[src/rtl/core/kwt_pkg.sv]
// kwt_pkg: shared types, codes and character constants of the keyword/number tokenizer.
// No dependencies; every other file of the tokenizer uses it.
`timescale 1ns / 1ps

package kwt_pkg;

    localparam int NUMBER_BITS_DEF = 31;
    localparam int LINE_BITS_DEF   = 16;
    localparam int QUEUE_DEPTH     = 4;

    localparam logic [7:0] CH_ZERO    = 8'h30;
    localparam logic [7:0] CH_NINE    = 8'h39;
    localparam logic [7:0] CH_SPACE   = 8'h20;
    localparam logic [7:0] CH_NEWLINE = 8'h0A;
    localparam logic [7:0] CH_STAR    = 8'h2A;
    localparam logic [7:0] CH_PLUS    = 8'h2B;
    localparam logic [7:0] CH_MINUS   = 8'h2D;
    localparam logic [7:0] CH_SLASH   = 8'h2F;
    localparam logic [7:0] CH_EQUALS  = 8'h3D;
    localparam logic [7:0] CH_LPAREN  = 8'h28;
    localparam logic [7:0] CH_RPAREN  = 8'h29;
    localparam logic [7:0] CH_LBRACK  = 8'h5B;
    localparam logic [7:0] CH_RBRACK  = 8'h5D;
    localparam logic [7:0] CH_COLON   = 8'h3A;
    localparam logic [7:0] CH_UPPER_L = 8'h4C;
    localparam logic [7:0] CH_LOWER_M = 8'h6D;
    localparam logic [7:0] CH_LOWER_G = 8'h67;
    localparam logic [7:0] CH_LOWER_I = 8'h69;
    localparam logic [7:0] CH_LOWER_P = 8'h70;
    localparam logic [7:0] CH_LOWER_O = 8'h6F;
    localparam logic [7:0] CH_LOWER_T = 8'h74;
    localparam logic [7:0] CH_LOWER_F = 8'h66;
    localparam logic [7:0] CH_LOWER_R = 8'h72;
    localparam logic [7:0] CH_LOWER_N = 8'h6E;
    localparam logic [7:0] BAD_AT_END = 8'hFF;

    typedef enum logic [4:0] {
        K_EOF     = 5'd0,
        K_NUM     = 5'd1,
        K_PLUS    = 5'd2,
        K_MINUS   = 5'd3,
        K_TIMES   = 5'd4,
        K_DIVIDE  = 5'd5,
        K_POWER   = 5'd6,
        K_EQUALS  = 5'd7,
        K_LPAREN  = 5'd8,
        K_RPAREN  = 5'd9,
        K_LBRACK  = 5'd10,
        K_RBRACK  = 5'd11,
        K_M       = 5'd12,
        K_GOTO    = 5'd13,
        K_IF      = 5'd14,
        K_PRINT   = 5'd15,
        K_L       = 5'd16,
        K_COLON   = 5'd17,
        K_ERROR   = 5'd18
    } t_kind;

    typedef enum logic [3:0] {
        C_DIGIT,
        C_SPACE,
        C_NEWLINE,
        C_STAR,
        C_G,
        C_I,
        C_P,
        C_SINGLE,
        C_BAD
    } t_cls;

    typedef enum logic [11:0] {
        PH_IDLE = 12'b0000_0000_0001,
        PH_NUM  = 12'b0000_0000_0010,
        PH_STAR = 12'b0000_0000_0100,
        PH_G    = 12'b0000_0000_1000,
        PH_GO   = 12'b0000_0001_0000,
        PH_GOT  = 12'b0000_0010_0000,
        PH_I    = 12'b0000_0100_0000,
        PH_P    = 12'b0000_1000_0000,
        PH_PR   = 12'b0001_0000_0000,
        PH_PRI  = 12'b0010_0000_0000,
        PH_PRIN = 12'b0100_0000_0000,
        PH_HALT = 12'b1000_0000_0000
    } t_phase;

    // One classified character as it travels from the front end to the back end.
    typedef struct packed {
        logic [7:0] char_byte;
        logic       eoi;
        t_cls       cls;
        t_kind      kind;
    } t_item;

endpackage

[src/rtl/core/kwt_if.sv]
// kwt_in_if and kwt_out_if: valid/ready channels of the tokenizer.
// Depends on kwt_pkg for default field widths.
`timescale 1ns / 1ps

interface kwt_in_if;
    logic       valid;
    logic       ready;
    logic [7:0] char_byte;
    logic       end_of_input;

    modport source(output valid, char_byte, end_of_input, input ready);
    modport sink(input valid, char_byte, end_of_input, output ready);
endinterface

interface kwt_out_if #(
    parameter int NUMBER_BITS = kwt_pkg::NUMBER_BITS_DEF,
    parameter int LINE_BITS   = kwt_pkg::LINE_BITS_DEF
);
    logic                   valid;
    logic                   ready;
    logic [4:0]             token_kind;
    logic [NUMBER_BITS-1:0] number_value;
    logic [LINE_BITS-1:0]   line_number;
    logic [7:0]             bad_char;
    logic                   last_of_run;

    modport source(output valid, token_kind, number_value, line_number, bad_char,
                   last_of_run, input ready);
    modport sink(input valid, token_kind, number_value, line_number, bad_char,
                 last_of_run, output ready);
endinterface

[src/rtl/core/kwt_front.sv]
// kwt_front: accepts input characters and classifies them for the back end.
// Depends on kwt_pkg and kwt_in_if.
`timescale 1ns / 1ps

module kwt_front (
    kwt_in_if.sink          i_in,
    input  logic            i_full,
    output logic            o_push,
    output kwt_pkg::t_item  o_item
);
    import kwt_pkg::*;

    t_cls  cls;
    t_kind kind;

    always_comb begin
        cls  = C_SINGLE;
        kind = K_EOF;
        case (i_in.char_byte)
            CH_SPACE:   cls = C_SPACE;
            CH_NEWLINE: cls = C_NEWLINE;
            CH_STAR:    cls = C_STAR;
            CH_LOWER_G: cls = C_G;
            CH_LOWER_I: cls = C_I;
            CH_LOWER_P: cls = C_P;
            CH_PLUS:    kind = K_PLUS;
            CH_MINUS:   kind = K_MINUS;
            CH_SLASH:   kind = K_DIVIDE;
            CH_EQUALS:  kind = K_EQUALS;
            CH_LPAREN:  kind = K_LPAREN;
            CH_RPAREN:  kind = K_RPAREN;
            CH_LBRACK:  kind = K_LBRACK;
            CH_RBRACK:  kind = K_RBRACK;
            CH_LOWER_M: kind = K_M;
            CH_UPPER_L: kind = K_L;
            CH_COLON:   kind = K_COLON;
            default: begin
                if (i_in.char_byte inside {[CH_ZERO:CH_NINE]}) begin
                    cls = C_DIGIT;
                end else begin
                    cls  = C_BAD;
                    kind = K_ERROR;
                end
            end
        endcase
    end

    assign i_in.ready       = !i_full;
    assign o_push           = i_in.valid && !i_full;
    assign o_item.char_byte = i_in.char_byte;
    assign o_item.eoi       = i_in.end_of_input;
    assign o_item.cls       = cls;
    assign o_item.kind      = kind;

endmodule

[src/rtl/core/kwt_fifo.sv]
// kwt_fifo: short queue of classified items between the front and back ends.
// Depends on kwt_pkg.
`timescale 1ns / 1ps

module kwt_fifo (
    input  logic            i_clk,
    input  logic            i_rst_n,
    input  logic            i_push,
    input  kwt_pkg::t_item  i_item,
    output logic            o_full,
    input  logic            i_pop,
    output logic            o_valid,
    output kwt_pkg::t_item  o_item
);
    import kwt_pkg::*;

    localparam int PTR_BITS = $clog2(QUEUE_DEPTH);

    t_item               r_mem [QUEUE_DEPTH];
    logic [PTR_BITS-1:0] r_wr;
    logic [PTR_BITS-1:0] r_rd;
    logic [PTR_BITS:0]   r_cnt;
    logic [PTR_BITS:0]   n_cnt;

    assign o_full  = (r_cnt == (PTR_BITS+1)'(QUEUE_DEPTH));
    assign o_valid = (r_cnt != '0);
    assign o_item  = r_mem[r_rd];

    always_comb begin
        n_cnt = r_cnt;
        if (i_push && !i_pop) begin
            n_cnt = r_cnt + 1'b1;
        end else if (!i_push && i_pop) begin
            n_cnt = r_cnt - 1'b1;
        end
    end

    always_ff @(posedge i_clk) begin
        if (i_push) begin
            r_mem[r_wr] <= i_item;
        end
    end

    always_ff @(posedge i_clk) begin
        if (!i_rst_n) begin
            r_wr  <= '0;
            r_rd  <= '0;
            r_cnt <= '0;
        end else begin
            if (i_push) begin
                r_wr <= r_wr + 1'b1;
            end
            if (i_pop) begin
                r_rd <= r_rd + 1'b1;
            end
            r_cnt <= n_cnt;
        end
    end

endmodule

[src/rtl/core/kwt_back.sv]
// kwt_back: scanner state, number accumulation, keyword matching and result staging.
// Depends on kwt_pkg and kwt_out_if.
`timescale 1ns / 1ps

module kwt_back #(
    parameter int NUMBER_BITS = kwt_pkg::NUMBER_BITS_DEF,
    parameter int LINE_BITS   = kwt_pkg::LINE_BITS_DEF
) (
    input  logic            i_clk,
    input  logic            i_rst_n,
    input  logic            i_valid,
    input  kwt_pkg::t_item  i_item,
    output logic            o_pop,
    kwt_out_if.source       o_out
);
    import kwt_pkg::*;

    localparam logic [NUMBER_BITS-1:0] NUM_MAX  = '1;
    localparam logic [LINE_BITS-1:0]   LINE_MAX = '1;

    t_phase                 r_phase, n_phase;
    logic [NUMBER_BITS-1:0] r_acc, n_acc;
    logic [LINE_BITS-1:0]   r_line, n_line;

    // Two output slots: the first drives the port, the second holds a follow-up result.
    logic                   r_v0, r_v1;
    t_kind                  r_kind0, r_kind1;
    logic [NUMBER_BITS-1:0] r_val0;
    logic [LINE_BITS-1:0]   r_line0, r_line1;
    logic [7:0]             r_bad0, r_bad1;
    logic                   r_last0;

    t_phase                 idle_phase;
    logic [NUMBER_BITS-1:0] idle_acc;
    logic [LINE_BITS-1:0]   idle_line;
    logic                   idle_v;
    t_kind                  idle_kind;
    logic [7:0]             idle_bad;

    logic                   pre_v;
    t_kind                  pre_kind;
    logic [NUMBER_BITS-1:0] pre_val;
    logic                   tail_v;
    t_kind                  tail_kind;
    logic [7:0]             tail_bad;

    logic [7:0]             kw_exp;
    t_kind                  kw_done;
    logic                   kw_last;
    t_phase                 kw_next;

    logic [NUMBER_BITS+3:0] acc_sum;
    logic [NUMBER_BITS-1:0] acc_sat;

    // acc * 10 + digit, with the top four bits flagging overflow.
    assign acc_sum = {1'b0, r_acc, 3'b000} + {3'b000, r_acc, 1'b0}
                   + (NUMBER_BITS+4)'(i_item.char_byte[3:0]);
    assign acc_sat = (acc_sum[NUMBER_BITS+3:NUMBER_BITS] != '0) ? NUM_MAX
                   : acc_sum[NUMBER_BITS-1:0];

    always_comb begin
        kw_exp  = CH_LOWER_O;
        kw_done = K_EOF;
        kw_last = 1'b0;
        kw_next = PH_HALT;
        case (r_phase)
            PH_G:    kw_next = PH_GO;
            PH_GO: begin
                kw_exp  = CH_LOWER_T;
                kw_next = PH_GOT;
            end
            PH_GOT: begin
                kw_done = K_GOTO;
                kw_last = 1'b1;
            end
            PH_I: begin
                kw_exp  = CH_LOWER_F;
                kw_done = K_IF;
                kw_last = 1'b1;
            end
            PH_P: begin
                kw_exp  = CH_LOWER_R;
                kw_next = PH_PR;
            end
            PH_PR: begin
                kw_exp  = CH_LOWER_I;
                kw_next = PH_PRI;
            end
            PH_PRI: begin
                kw_exp  = CH_LOWER_N;
                kw_next = PH_PRIN;
            end
            PH_PRIN: begin
                kw_exp  = CH_LOWER_T;
                kw_done = K_PRINT;
                kw_last = 1'b1;
            end
            default: ;
        endcase
    end

    // What a character does when no token is pending.
    always_comb begin
        idle_phase = PH_IDLE;
        idle_acc   = '0;
        idle_line  = r_line;
        idle_v     = 1'b0;
        idle_kind  = K_EOF;
        idle_bad   = '0;
        case (i_item.cls)
            C_DIGIT: begin
                idle_phase = PH_NUM;
                idle_acc   = NUMBER_BITS'(i_item.char_byte[3:0]);
            end
            C_NEWLINE: begin
                if (r_line != LINE_MAX) begin
                    idle_line = r_line + 1'b1;
                end
            end
            C_STAR:   idle_phase = PH_STAR;
            C_G:      idle_phase = PH_G;
            C_I:      idle_phase = PH_I;
            C_P:      idle_phase = PH_P;
            C_SINGLE: begin
                idle_v    = 1'b1;
                idle_kind = i_item.kind;
            end
            C_BAD: begin
                idle_v     = 1'b1;
                idle_kind  = K_ERROR;
                idle_bad   = i_item.char_byte;
                idle_phase = PH_HALT;
            end
            default: ;
        endcase
    end

    always_comb begin
        pre_v     = 1'b0;
        pre_kind  = K_NUM;
        pre_val   = '0;
        tail_v    = idle_v;
        tail_kind = idle_kind;
        tail_bad  = idle_bad;
        n_phase   = idle_phase;
        n_acc     = idle_acc;
        n_line    = idle_line;
        if (r_phase == PH_HALT) begin
            tail_v  = 1'b0;
            n_phase = r_phase;
            n_acc   = r_acc;
            n_line  = r_line;
        end else if (i_item.eoi) begin
            // Flush number or star, give eof, start over; mid-keyword: error and halt.
            tail_v    = 1'b1;
            tail_kind = K_EOF;
            tail_bad  = '0;
            n_phase   = PH_IDLE;
            n_acc     = '0;
            n_line    = LINE_BITS'(1);
            case (r_phase)
                PH_IDLE: ;
                PH_NUM: begin
                    pre_v   = 1'b1;
                    pre_val = r_acc;
                end
                PH_STAR: begin
                    pre_v    = 1'b1;
                    pre_kind = K_TIMES;
                end
                default: begin
                    tail_kind = K_ERROR;
                    tail_bad  = BAD_AT_END;
                    n_phase   = PH_HALT;
                    n_acc     = r_acc;
                    n_line    = r_line;
                end
            endcase
        end else begin
            case (r_phase)
                PH_IDLE: ;
                PH_NUM: begin
                    if (i_item.cls == C_DIGIT) begin
                        tail_v  = 1'b0;
                        n_phase = PH_NUM;
                        n_acc   = acc_sat;
                        n_line  = r_line;
                    end else begin
                        pre_v   = 1'b1;
                        pre_val = r_acc;
                    end
                end
                PH_STAR: begin
                    if (i_item.cls == C_STAR) begin
                        tail_v    = 1'b1;
                        tail_kind = K_POWER;
                        tail_bad  = '0;
                        n_phase   = PH_IDLE;
                        n_acc     = r_acc;
                        n_line    = r_line;
                    end else begin
                        pre_v    = 1'b1;
                        pre_kind = K_TIMES;
                    end
                end
                default: begin
                    n_acc  = r_acc;
                    n_line = r_line;
                    if (i_item.char_byte == kw_exp) begin
                        tail_v    = kw_last;
                        tail_kind = kw_done;
                        tail_bad  = '0;
                        n_phase   = kw_last ? PH_IDLE : kw_next;
                    end else begin
                        tail_v    = 1'b1;
                        tail_kind = K_ERROR;
                        tail_bad  = i_item.char_byte;
                        n_phase   = PH_HALT;
                    end
                end
            endcase
        end
    end

    // An item leaves the queue only when both of its possible results have room.
    assign o_pop = i_valid && !r_v1 && (!r_v0 || o_out.ready);

    always_ff @(posedge i_clk) begin
        if (!i_rst_n) begin
            r_phase <= PH_IDLE;
            r_acc   <= '0;
            r_line  <= LINE_BITS'(1);
            r_v0    <= 1'b0;
            r_v1    <= 1'b0;
        end else begin
            if (r_v0 && o_out.ready) begin
                r_v0 <= r_v1;
                r_v1 <= 1'b0;
            end
            if (o_pop) begin
                r_phase <= n_phase;
                r_acc   <= n_acc;
                r_line  <= n_line;
                if (pre_v || tail_v) begin
                    r_v0 <= 1'b1;
                end
                if (pre_v && tail_v) begin
                    r_v1 <= 1'b1;
                end
            end
        end
    end

    always_ff @(posedge i_clk) begin
        if (o_pop && (pre_v || tail_v)) begin
            r_kind0 <= pre_v ? pre_kind : tail_kind;
            r_val0  <= pre_v ? pre_val : '0;
            r_line0 <= r_line;
            r_bad0  <= pre_v ? 8'h00 : tail_bad;
            r_last0 <= !(pre_v && tail_v);
            r_kind1 <= tail_kind;
            r_line1 <= r_line;
            r_bad1  <= tail_bad;
        end else if (r_v0 && o_out.ready && r_v1) begin
            r_kind0 <= r_kind1;
            r_val0  <= '0;
            r_line0 <= r_line1;
            r_bad0  <= r_bad1;
            r_last0 <= 1'b1;
        end
    end

    assign o_out.valid        = r_v0;
    assign o_out.token_kind   = r_kind0;
    assign o_out.number_value = r_val0;
    assign o_out.line_number  = r_line0;
    assign o_out.bad_char     = r_bad0;
    assign o_out.last_of_run  = r_last0;

`ifndef NO_ASSERTIONS
    a_slots_ordered: assert property (@(posedge i_clk) disable iff (!i_rst_n)
        r_v1 |-> r_v0)
        else $error("second result slot filled while first is empty");

    a_first_of_two: assert property (@(posedge i_clk) disable iff (!i_rst_n)
        (o_out.valid && !o_out.last_of_run) |-> r_v1)
        else $error("result not last of its run but no follow-up staged");

    a_halted_silent: assert property (@(posedge i_clk) disable iff (!i_rst_n)
        (o_pop && r_phase == PH_HALT) |-> !(pre_v || tail_v))
        else $error("halted scanner produced a result");

    a_line_nonzero: assert property (@(posedge i_clk) disable iff (!i_rst_n)
        r_line != '0)
        else $error("line counter wrapped to zero");
`endif

endmodule

[src/rtl/core/keyword_number_tokenizer.sv]
// A result is registered in the queue, then in the scanner's output slots, after its character is accepted.
// Throughput: one character per cycle while the queue is not full; a character that causes two tokens holds
// back the next character until the first token is taken, and a four-entry queue absorbs that and output stalls.
// Reset (synchronous, active low) empties the queue and output slots, returns the scanner
// to idle with the number cleared and the line counter at one.
// keyword_number_tokenizer: top level; depends on kwt_pkg, kwt_if, kwt_front, kwt_fifo, kwt_back.
`timescale 1ns / 1ps

module keyword_number_tokenizer #(
    parameter int NUMBER_BITS = kwt_pkg::NUMBER_BITS_DEF,
    parameter int LINE_BITS   = kwt_pkg::LINE_BITS_DEF
) (
    input  logic       i_clk,
    input  logic       i_rst_n,
    kwt_in_if.sink     i_in,
    kwt_out_if.source  o_out
);
    import kwt_pkg::*;

    logic  push, full, pop, head_valid;
    t_item push_item, head_item;

    kwt_front u_front (
        .i_in   (i_in),
        .i_full (full),
        .o_push (push),
        .o_item (push_item)
    );

    kwt_fifo u_fifo (
        .i_clk   (i_clk),
        .i_rst_n (i_rst_n),
        .i_push  (push),
        .i_item  (push_item),
        .o_full  (full),
        .i_pop   (pop),
        .o_valid (head_valid),
        .o_item  (head_item)
    );

    kwt_back #(
        .NUMBER_BITS (NUMBER_BITS),
        .LINE_BITS   (LINE_BITS)
    ) u_back (
        .i_clk   (i_clk),
        .i_rst_n (i_rst_n),
        .i_valid (head_valid),
        .i_item  (head_item),
        .o_pop   (pop),
        .o_out   (o_out)
    );

endmodule

[src/flat_wrapper.sv]
// flat-port wrapper written by rule: the top's interface ports become plain ports
module keyword_number_tokenizer_flat import kwt_pkg::*;
#(
    parameter int NUMBER_BITS = kwt_pkg::NUMBER_BITS_DEF,
    parameter int LINE_BITS   = kwt_pkg::LINE_BITS_DEF
)
  (i_clk, i_rst_n, i_in_valid, i_in_char_byte, i_in_end_of_input, i_in_ready, o_out_valid, o_out_token_kind, o_out_number_value, o_out_line_number, o_out_bad_char, o_out_last_of_run, o_out_ready);
  kwt_in_if i_in_i ();
  kwt_out_if #(.NUMBER_BITS(NUMBER_BITS), .LINE_BITS(LINE_BITS)) o_out_i ();
  input  logic i_clk;
  input  logic i_rst_n;
  input wire logic [$bits(i_in_i.valid)-1:0] i_in_valid;
  input wire logic [$bits(i_in_i.char_byte)-1:0] i_in_char_byte;
  input wire logic [$bits(i_in_i.end_of_input)-1:0] i_in_end_of_input;
  output wire logic [$bits(i_in_i.ready)-1:0] i_in_ready;
  output wire logic [$bits(o_out_i.valid)-1:0] o_out_valid;
  output wire logic [$bits(o_out_i.token_kind)-1:0] o_out_token_kind;
  output wire logic [$bits(o_out_i.number_value)-1:0] o_out_number_value;
  output wire logic [$bits(o_out_i.line_number)-1:0] o_out_line_number;
  output wire logic [$bits(o_out_i.bad_char)-1:0] o_out_bad_char;
  output wire logic [$bits(o_out_i.last_of_run)-1:0] o_out_last_of_run;
  input wire logic [$bits(o_out_i.ready)-1:0] o_out_ready;
  assign i_in_i.valid = i_in_valid;
  assign i_in_i.char_byte = i_in_char_byte;
  assign i_in_i.end_of_input = i_in_end_of_input;
  assign i_in_ready = i_in_i.ready;
  assign o_out_valid = o_out_i.valid;
  assign o_out_token_kind = o_out_i.token_kind;
  assign o_out_number_value = o_out_i.number_value;
  assign o_out_line_number = o_out_i.line_number;
  assign o_out_bad_char = o_out_i.bad_char;
  assign o_out_last_of_run = o_out_i.last_of_run;
  assign o_out_i.ready = o_out_ready;
  keyword_number_tokenizer #(.NUMBER_BITS(NUMBER_BITS), .LINE_BITS(LINE_BITS)) u_core (.i_clk(i_clk), .i_rst_n(i_rst_n), .i_in(i_in_i), .o_out(o_out_i));
endmodule
[config.mk]
export PLATFORM = sky130hd
export DESIGN_NAME = keyword_number_tokenizer_flat
export DESIGN_NICKNAME = d
export VERILOG_FILES = /design/src/rtl/core/kwt_pkg.sv /design/src/rtl/core/kwt_if.sv /design/src/rtl/core/kwt_front.sv /design/src/rtl/core/kwt_fifo.sv /design/src/rtl/core/kwt_back.sv /design/src/rtl/core/keyword_number_tokenizer.sv /design/src/flat_wrapper.sv
export SDC_FILE = /design/constraint.sdc
export NUM_CORES = 1
export LEC_CHECK = 0
export BUFFER_PORTS_ARGS = -buffer_cell sky130_fd_sc_hd__buf_2
export CORE_MARGIN = 4
export CORE_UTILIZATION = 31
export CTS_CLUSTER_DIAMETER = 80
export DETAILED_ROUTE_END_ITERATION = 12
export GPL_TIMING_DRIVEN = 0
export HOLD_SLACK_MARGIN = 0.06
export PLACE_DENSITY = 0.58
export SETUP_SLACK_MARGIN = 0.1
export SYNTH_ARGS = -nofsm -noshare
export SYNTH_HDL_FRONTEND = slang
export SYNTH_SLANG_ARGS = --single-unit
[constraint.sdc]
create_clock -name i_clk -period 5.55 [get_ports i_clk]
set_clock_uncertainty 0.2 [all_clocks]
set_input_delay 0.555 -clock i_clk [delete_from_list [all_inputs] [get_ports i_clk]]
set_output_delay 0.555 -clock i_clk [all_outputs]
set_load 0.05 [all_outputs]
==> impl_metrics.tcl, run 1 <==
set metrics [dict create \
    ys_seq_elements 232 \
    synthCells 1193 \
    met3_usage 0.02421 \
    clk_transition_reported_paths_ps 60 \
    rsz0062_at_grt "no" \
    met2_usage 0.2332 \
    ys_types 75 \
    report.final.hold_viol_count 0 \
    p_sw_frac 0.4009 \
    slew_violations 0 \
    tightest_slew_ps 1215 \
    path_max_fanout 10 \
    gr-total-overflow 0 \
    synth.net_count 1276 \
    ys_seq_area_frac 0.4923 \
    power.leakage_nw 5.409 \
    grtUsageMet1 0.2034 \
    cts_sinks 232 \
    grt_start_max_net_pins 62 \
    cts_root_buf "clkbuf_16" \
    grt_usage 0.1448 \
    dp_cells 1793 \
    post-route-drc-count 0 \
    critPathSlowestCell "mux4_2" \
    finalSetupViolations 0 \
    synthToLayoutAreaGrowth_pct 16.85 \
    p_seq_frac 0.354 \
    vias_per_cell 5.295 \
    numCtsBuffers 28 \
    routedWlPerCell_um 17.70 \
    fmax_ghz 0.1936 \
    tritoncts "done" \
    required_ps 5780 \
    grt_pass1_vias 9574 \
    drv_cap 0 \
    place_area_um2 13770 \
    arrival_ps 5400 \
    fin_crit_sh 0.9308 \
    synth_edf_count 162 \
    layout_commonest_cell "edfxtp_1" \
    dp_hpwl_mm 23.55 \
    crit_path_cell_trace "buf_2 > mux4_2 > fa_1 > ha_1 > a211oi_1 > o211a_1 > or4b_2 > a21oi_1 > a211o_1 > mux2i_1 > nor4_2 > clkbuf_2 > o21ai_0" \
    clkLatencyLatePin_ps 570 \
    slew_headroom 0.1836 \
    busiest_layer "met2" \
    io_buffers 75 \
    p_int_mw 4.404 \
    synth.top_cells.by_area "edfxtp_1, dfxtp_1, ha_1" \
    power_density_nw_per_um2 494.2 \
    async_reset_ff_frac 0 \
    postCtsSetupRepairBufs 0 \
    wirelength_mm 32.80 \
    clk_path_buf_depth 3 \
    p_clk_frac 0.261 \
    preCtsSetupSlack_ps 58.75 \
    netlist.area_leader.share 0.3822 \
    yosysWarnings 0 \
    postSynthAreaPerCell_um2 10.67 \
    syn_area_um2 12730 \
    ant_nets 0 \
    yosysTopAreaCell "edfxtp_1" \
    combPwrFrac 0.385 \
    final_cell_mix "edfxtp_1, nand2_1, nor2_1" \
    gp_congestion 0.9001 \
    num_rows 73 \
    die_area_um2 44370 \
    die_h_um 210.6 \
    period_needed_ps 5166 \
    drt_pre_antenna_iters 5 \
    ios 76 \
    initial_core_util 0.3167 \
    ir_drop_v 0.0002669 \
    htreeDepth 1 \
    nets 1388 \
    drtIter0Drc 766 \
    stdcell_area_um2 14870 \
    cpPeakStageDelay_ps 690 \
    grt_pass1_wl_mm 52.85 \
    core_area_um2 40190 \
    drive_gt1_frac 0.1462 \
    p_switching_mw 2.946 \
    final_core_util 0.3701 \
    fp.dieW_um 210.6 \
    start_kind "register" \
    antenna_found_initial 1 \
    end_kind "register" \
    synthFlopType "edfxtp_1" \
    status "finished clean" \
    final_cells 1853 \
    criticalPathCategory "register to register" \
    setup_slack_ps 383.9 \
    vias 9812 \
    tns_ps 0 \
    min_path_type "primary input to register" \
]
registers in the layout, indices dropped and copies added (netlist names), named ones only:
name,cells
u_core.u_back.r_line1,16
u_core.u_back.r_v1,1
u_core.u_back.o_out.line_number,16
u_core.u_back.r_line,16
u_core.u_fifo.r_rd,2
u_core.u_back.o_out.number_value,31
u_core.u_fifo.r_cnt,3
u_core.u_fifo.r_wr,2
u_core.u_back.r_kind1,5
u_core.u_back.o_out.bad_char,8
u_core.u_back.r_bad1,8
u_core.u_back.o_out.token_kind,5
u_core.u_back.o_out.last_of_run,1
u_core.u_back.r_phase,12
u_core.u_back.r_acc,31
u_core.u_back.o_out.valid,1
u_core.u_fifo.r_mem,72
worst paths after layout:
| kind | startpoint | cells past startpoint | slack [ps] | endpoint |
|---|---|---|---|---|
| min | i_in_char_byte[5] | 1 | 140 | u_core.u_fifo.r_mem[3][15]$_DFFE_PP_ |
| min reg2reg | u_core.u_back.r_v1$_SDFF_PN0_ | 2 | 280 | u_core.u_back.r_v1$_SDFF_PN0_ |
| max reg2reg | register | 13 | 380 | u_core.u_back.r_acc[4]$_SDFFE_PN0P_ |
| max | register | 13 | 380 | u_core.u_back.r_acc[4]$_SDFFE_PN0P_ |
Yosys cell counts, drive strengths merged, types with 5 or more instances:
master,n
edfxtp,162
nand2,92
nor2,87
a21oi,82
dfxtp,70
o21ai,70
ha,67
clkbuf,62
and2,46
xnor2,30
inv,29
mux2,29
a211oi,28
nor3,27
nand3,25
or3,20
nand4,19
mux4,17
nor4,16
a22oi,15
and3,15
xor2,15
a21o,13
nand2b,10
a311oi,9
a31oi,9
nor2b,9
mux2i,8
nor3b,8
buf,7
o31ai,7
o21bai,6
o22ai,6
a211o,5
a41oi,5
o211ai,5
area by class of cell:
type                            instances  area, µm²
Fill cell                            3991      25320
Timing Repair Buffer                   83      455.4
Sequential cell                       232       6266
Clock buffer                           39      814.5
Clock inverter                         13      195.2
Inverter                               30      115.1
Buffer                                 68      272.8
Antenna cell                            1      2.502
Multi-Input combinational cell        862       6095
Tap cell                              525      656.9
layer usage:
| metal | share of wire | routed length, µm |
|---|---|---|
| met1 | 0.46 | 15250 |
| met2 | 0.45 | 14920 |
| met3 | 0.055 | 1798 |
| met4 | 0.025 | 832 |
| met5 | 0.00021 | 7 |
logic make-up (layout without fill, tap and decap cells):
| group | count (synthesis) | in the layout | synth area share |
|---|---|---|---|
| xor+xnor | 45 | 45 | 0.03096 |
| flops | 232 | 232 | 0.4923 |
| buf+inv | 99 | 233 | 0.03047 |
| simple gates | 398 | 398 | 0.1600 |
| other cells | 0 | 1 | 0 |
| mux | 54 | 54 | 0.06439 |
| compound gates | 295 | 295 | 0.1513 |
| fa+ha+maj | 70 | 70 | 0.07058 |
repair_timing:
item                                   in CTS  in global routing
endpoints found under the hold margin      26                  0
hold buffers                                8                  0
setup endpoints to repair                  18                 30
pin swaps                                   0                  0
resized for setup                           1                  6
power by group through the flow:
stage	Sequential, mW	Clock (mW)	Combinational [mW]
2_1_floorplan	3.45	0	1.33
3_3_place_gp	2.65	0	2.83
3_5_place_dp	2.64	0	2.86
4_1_cts	2.61	1.97	2.87
5_1_grt	2.65	2.05	3.03
6_report	2.61	1.92	2.83
worst max-delay path, delay by kind of cell (launching register included):
family | cells | cell delay [ps]
AND/OR/NAND/NOR | 2 | 1170
AO/OA/AOI/OAI | 5 | 960
adder cells (fa/ha/maj) | 2 | 880
multiplexers | 2 | 780
buffers and inverters | 2 | 700
flip-flops | 1 | 310
through the flow:
step	power (mW)	hold WS (ps)
final	7.350	142.3
after CTS	7.450	109.5
after detailed placement	5.493	275.1
after floorplan	4.782	249.0
after global placement	5.476	267.9
after global routing	7.724	130.5
(Power assumes the default switching activity.)
==> run 2, diff against run 1 <==
--- a/config.mk
+++ b/config.mk
@@ -5,6 +5,7 @@
 export SDC_FILE = /design/constraint.sdc
 export NUM_CORES = 1
 export LEC_CHECK = 0
+export ABC_AREA = 1
 export BUFFER_PORTS_ARGS = -buffer_cell sky130_fd_sc_hd__buf_2
 export CORE_MARGIN = 4
 export CORE_UTILIZATION = 31
==> impl_metrics.tcl, run 2 <==
set metrics [dict create \
    synth_edf_count 162 \
    synth.top_cells.by_area "edfxtp_1, dfxtp_1, nand2_1" \
    final_cell_mix "nand2_1, edfxtp_1, a21oi_1" \
    holdWs_ps 123.6 \
    numCtsBuffers 28 \
    drt_pre_antenna_iters 5 \
    vias 10310 \
    antenna_found_initial 0 \
    async_reset_ff_frac 0 \
    largest_reg_flops 72 \
    drtIter0Drc 557 \
    die_h_um 211.3 \
    path_max_fanout 10 \
    yosysWarnings 0 \
    criticalPathCategory "register to register" \
    drv_cap 0 \
    start_kind "register" \
    tritoncts "done" \
    ios 76 \
    ir_drop_v 0.0002818 \
    tns_ps 0 \
    synth.net_count 1547 \
    cts_hold_buf 7 \
    end_kind "register" \
    dp_hpwl_mm 23.98 \
    grt_pass1_wl_mm 50.60 \
    die_area_um2 44630 \
    vias_per_cell 4.831 \
    power_density_nw_per_um2 558.7 \
    gr-total-overflow 0 \
    ys_seq_area_frac 0.4893 \
    wirelength_mm 31.60 \
    min_path_type "primary input to register" \
    power.leakage_nw 6.153 \
    post-route-drc-count 0 \
    initial_core_util 0.3137 \
    cts_sinks 232 \
    syn_area_um2 12810 \
    postSynthAreaPerCell_um2 8.748 \
    ys_seq_elements 232 \
    postCtsSetupRepairBufs 0 \
    num_rows 74 \
    fillers 4184 \
    rsz0062_at_grt "no" \
    netlist.area_leader.share 0.3798 \
    slew_violations 0 \
    grt_pass1_vias 9811 \
    synthToLayoutAreaGrowth_pct 16.74 \
    synthFlopType "edfxtp_1" \
    tightest_slew_ps 1271 \
    synth_most_common_cell "nand2_1" \
    report.final.hold_viol_count 0 \
    yosysTopAreaCell "edfxtp_1" \
    cts_root_buf "clkbuf_16" \
    required_ps 5830 \
    fp.dieW_um 211.3 \
    routedWlPerCell_um 14.81 \
    status "finished clean" \
    arrival_ps 4790 \
    period_needed_ps 4512 \
    grt_usage 0.1381 \
    clkLatencyLatePin_ps 570 \
    finalSetupViolations 0 \
    slew_headroom 0.1418 \
    synthCells 1464 \
    io_buffers 75 \
    core_area_um2 40830 \
    fin_crit_sh 0.8130 \
    htreeDepth 1 \
    post_cts_resized 0 \
    num_antenna_cells 0 \
    gp_congestion 0.8973 \
    nets 1665 \
    ys_types 57 \
    layout_commonest_cell "nand2_1" \
    fmax_ghz 0.2216 \
    clk_path_buf_depth 3 \
    grt_start_max_net_pins 39 \
    ant_nets 0 \
    clk_transition_reported_paths_ps 60 \
    ys_top_cells_by_count "nand2_1, edfxtp_1, nor2_1" \
    drive_gt1_frac 0.1454 \
    largest_register "u_core.u_fifo.r_mem" \
]
run 2: layer usage:
metal	up-vias	part of all wire	wire (µm)	GRT usage
met1	4803	0.47	14840	0.1896
met3	41	0.047	1491	0.01693
li1	5234	-	-	-
met5	-	0	0	0
met4	0	0.018	579	0.03398
met2	232	0.46	14690	0.2332
run 2: cell families after synthesis:
group	after synthesis	synth area share
xor gates and xnor gates	31	0.02120
AOI/OAI and AO/OA	282	0.1228
adders and majority gates	70	0.07014
DFF	232	0.4893
buffers and inverters	177	0.06028
and+or+nand+nor	672	0.2363
run 2: final cells by class:
type / count / area [µm²] / area share
sequential: 232 / 6266 / 0.4191
multi-input combinational: 1055 / 5791 / 0.3873
clock buffer: 29 / 704.4 / 0.04712
tap: 532 / 665.6 / 0.04452
timing repair buffer: 88 / 558.0 / 0.03733
inverter: 136 / 518.0 / 0.03465
buffer: 41 / 254.0 / 0.01699
clock inverter: 21 / 193.9 / 0.01297
run 2: worst paths after layout:
| path | slack (ps) | depth (start not counted) | from | end |
|---|---|---|---|---|
| setup / recovery | 1040 | 19 | register | u_core.u_back.r_acc[19]$_SDFFE_PN0P_ |
| hold / removal | 120 | 1 | i_in_char_byte[4] | u_core.u_fifo.r_mem[1][14]$_DFFE_PP_ |
| setup reg to reg | 1040 | 19 | register | u_core.u_back.r_acc[19]$_SDFFE_PN0P_ |
| hold reg to reg | 260 | 0 | u_core.u_back.r_line[6]$_SDFFE_PN0P_ | u_core.u_back.r_line1[6]$_DFFE_PP_ |
run 2: critical path, stage by stage, from the launching register on:
cell      delay, ps
dfxtp_1         300
buf_4           160
buf_2           250
nand3_1         100
nand2_1         200
inv_1           190
fa_1            550
fa_1            480
nand3_1          90
nand2_1         100
a21oi_1         320
o21ai_1         210
nand4_1         130
nand3_1          70
nand2_1          60
nor2_1           40
nand2_1         320
clkbuf_1        350
o21ai_0         140
a21oi_1         140
run 2: report_power, final:
group	internal, mW	switching, mW	total, mW
registers	2.59	0.126	2.72
logic	0.946	2.93	3.87
clock network	1.02	0.740	1.76
total	4.56	3.79	8.35
run 2: stage by stage:
stage / setup WS, ps / std cells / utilization / power, mW / cell area (µm²)
detailed placement: 1020 / 2077 / 0.3424 / 6.676 / 13980
floorplan: 1157 / 1464 / - / 5.585 / 12810
global route: 668.8 / 2134 / 0.3662 / 8.881 / 14950
CTS: 986.6 / 2134 / 0.3662 / 8.476 / 14950
global placement: -271.6 / 2071 / 0.3392 / 6.446 / 13850
finish: 1038 / 2134 / 0.3662 / 8.353 / 14950
==> run 3, diff against run 2 <==
==> constraint.sdc (replaced) <==
create_clock -name i_clk -period 4.41 [get_ports i_clk]
set_clock_uncertainty 0.2 [all_clocks]
set_input_delay 0.441 -clock i_clk [delete_from_list [all_inputs] [get_ports i_clk]]
set_output_delay 0.441 -clock i_clk [all_outputs]
set_load 0.05 [all_outputs]
==> impl_metrics.tcl, run 3 (synthesis gave the netlist of run 2 again) <==
set metrics [dict create \
    die_h_um 211.3 \
    gr-total-overflow 0 \
    required_ps 4600 \
    report.final.hold_viol_count 0 \
    arrival_ps 4230 \
    drv_cap 0 \
    routedWlPerCell_um 14.84 \
    fmax_ghz 0.2476 \
    numCtsBuffers 26 \
    grt_pass1_wl_mm 50.95 \
    min_delay_worst_endpoint "u_core.u_fifo.r_rd[0]$_SDFFE_PN0P_" \
    rsz0062_at_grt "no" \
    status "finished clean" \
    path_max_fanout 10 \
    dp_cells 2077 \
    dp_hpwl_mm 24.19 \
    clk_transition_reported_paths_ps 60 \
    stdcell_area_um2 15010 \
    tightest_slew_ps 1102 \
    post-route-drc-count 0 \
    synthToLayoutAreaGrowth_pct 17.23 \
    initial_core_util 0.3137 \
    ir_drop_v 0.0004391 \
    fp.dieW_um 211.3 \
    final_cell_mix "nand2_1, edfxtp_1, a21oi_1" \
    postCtsSetupRepairBufs 0 \
    largest_reg_flops 72 \
    slew_headroom 0.2558 \
    p_switching_mw 4.704 \
    p_seq_frac 0.323 \
    grt_start_max_net_pins 39 \
    num_rows 74 \
    combPwrFrac 0.464 \
    num_antenna_cells 0 \
    power_density_nw_per_um2 703.8 \
    p_int_mw 5.863 \
    setup_slack_ps 370.6 \
    drive_gt1_frac 0.1503 \
    reg2reg_depth 23 \
    ant_nets 0 \
    io_buffers 75 \
    grt_pass1_vias 9842 \
    cts_root_buf "clkbuf_16" \
    holdWs_ps 116.8 \
    power.leakage_nw 6.165 \
    die_area_um2 44630 \
    p_sw_frac 0.4451 \
    vias 10330 \
    min_path_cells 3 \
    gp_congestion 0.8864 \
    nets 1666 \
    grt_usage 0.1378 \
    r2r-end "u_core.u_back.r_acc[20]$_SDFFE_PN0P_" \
    wirelength_mm 31.68 \
    antenna_found_initial 1 \
    place_area_um2 13980 \
    slew_violations 0 \
    drt_pre_antenna_iters 5 \
    vias_per_cell 4.837 \
    power_mw 10.57 \
    min_from "i_rst_n" \
    end_kind "register" \
    preCtsSetupSlack_ps -227.7 \
    drtIter0Drc 626 \
    start_kind "register" \
    p_clk_frac 0.213 \
    htreeDepth 1 \
    clk_path_buf_depth 3 \
    finalSetupViolations 0 \
    final_cells 2135 \
    core_area_um2 40830 \
    min_path_type "primary input to register" \
    period_needed_ps 4039 \
    layout_commonest_cell "nand2_1" \
    fin_crit_sh 0.9160 \
    criticalPathCategory "register to register" \
    regToRegSetupSlack_ps 370 \
    tritoncts "done" \
    cts_sinks 232 \
    clkLatencyLatePin_ps 530 \
    largest_register "u_core.u_fifo.r_mem" \
    ios 76 \
]
-- run 3: repair_timing --
action | CTS | global route
resized for setup | 7 | 11
endpoints found under the hold margin | 37 | 0
hold buffers | 10 | 0
pin swaps | 0 | 2
endpoints found under the setup margin | 29 | 31
-- run 3: cell type report --
cell class	count	area, µm²
plain buffers	41	261.5
clock buffers	37	733.2
clock inverters	11	161.4
fillers	4187	25820
inverters	136	518.0
multi-input cells	1055	5826
flip-flops and latches	232	6266
well taps	532	665.6
repair buffers	91	583.1
-- run 3: metrics by stage --
step	util	setup TNS, ps
2_1_floorplan	-	0
3_3_place_gp	0.3392	-1474
5_1_grt	0.3677	0
3_5_place_dp	0.3423	-2564
6_report	0.3677	0
4_1_cts	0.3671	0
-- run 3: per-layer routing --
layer	track usage	wire [µm]	vias up
met1	0.1891	14750	4849
met4	0.02862	538	0
met3	0.01693	1376	31
li1	-	-	5250
met5	0	0	-
met2	0.2355	15020	197
-- run 3: critical path: stages, from the launching register on --
cell and delay (ps):
dfxtp_1 320, buf_6 150, inv_6 60, buf_8 140, nand2_1 60, nand3_1 60
nand2_1 210, inv_2 120, ha_1 310, ha_1 230, fa_1 400, nand3_1 90
nand2_1 120, nand2_1 90, nand2_1 110, nand3_1 100, nand2_2 90, a31oi_1 150
nand2_1 70, nor2_1 170, nand2_4 150, clkbuf_4 220, o21ai_0 180, a21oi_1 90
-- run 3: power groups by stage --
stage / sequential (mW) / combinational (mW) / clock (mW)
finish: 3.42 / 4.90 / 2.25
global route: 3.47 / 5.38 / 2.39
CTS: 3.43 / 4.99 / 2.31
detailed placement: 3.47 / 4.96 / 0
global placement: 3.52 / 4.73 / 0
floorplan: 4.53 / 2.47 / 0
-- run 3: worst max path at each step --
stage,cells after the start,endpoint,startpoint,slack (ps)
3_5_place_dp,20,u_core.u_back.r_acc[30]$_SDFFE_PN0P_,register,-230
2_1_floorplan,21,u_core.u_back.r_acc[20]$_SDFFE_PN0P_,register,820
3_3_place_gp,20,u_core.u_back.r_acc[30]$_SDFFE_PN0P_,register,-180
4_1_cts,23,u_core.u_back.r_acc[30]$_SDFFE_PN0P_,register,140
5_1_grt,22,u_core.u_back.r_acc[20]$_SDFFE_PN0P_,register,110
6_report,23,u_core.u_back.r_acc[20]$_SDFFE_PN0P_,register,370
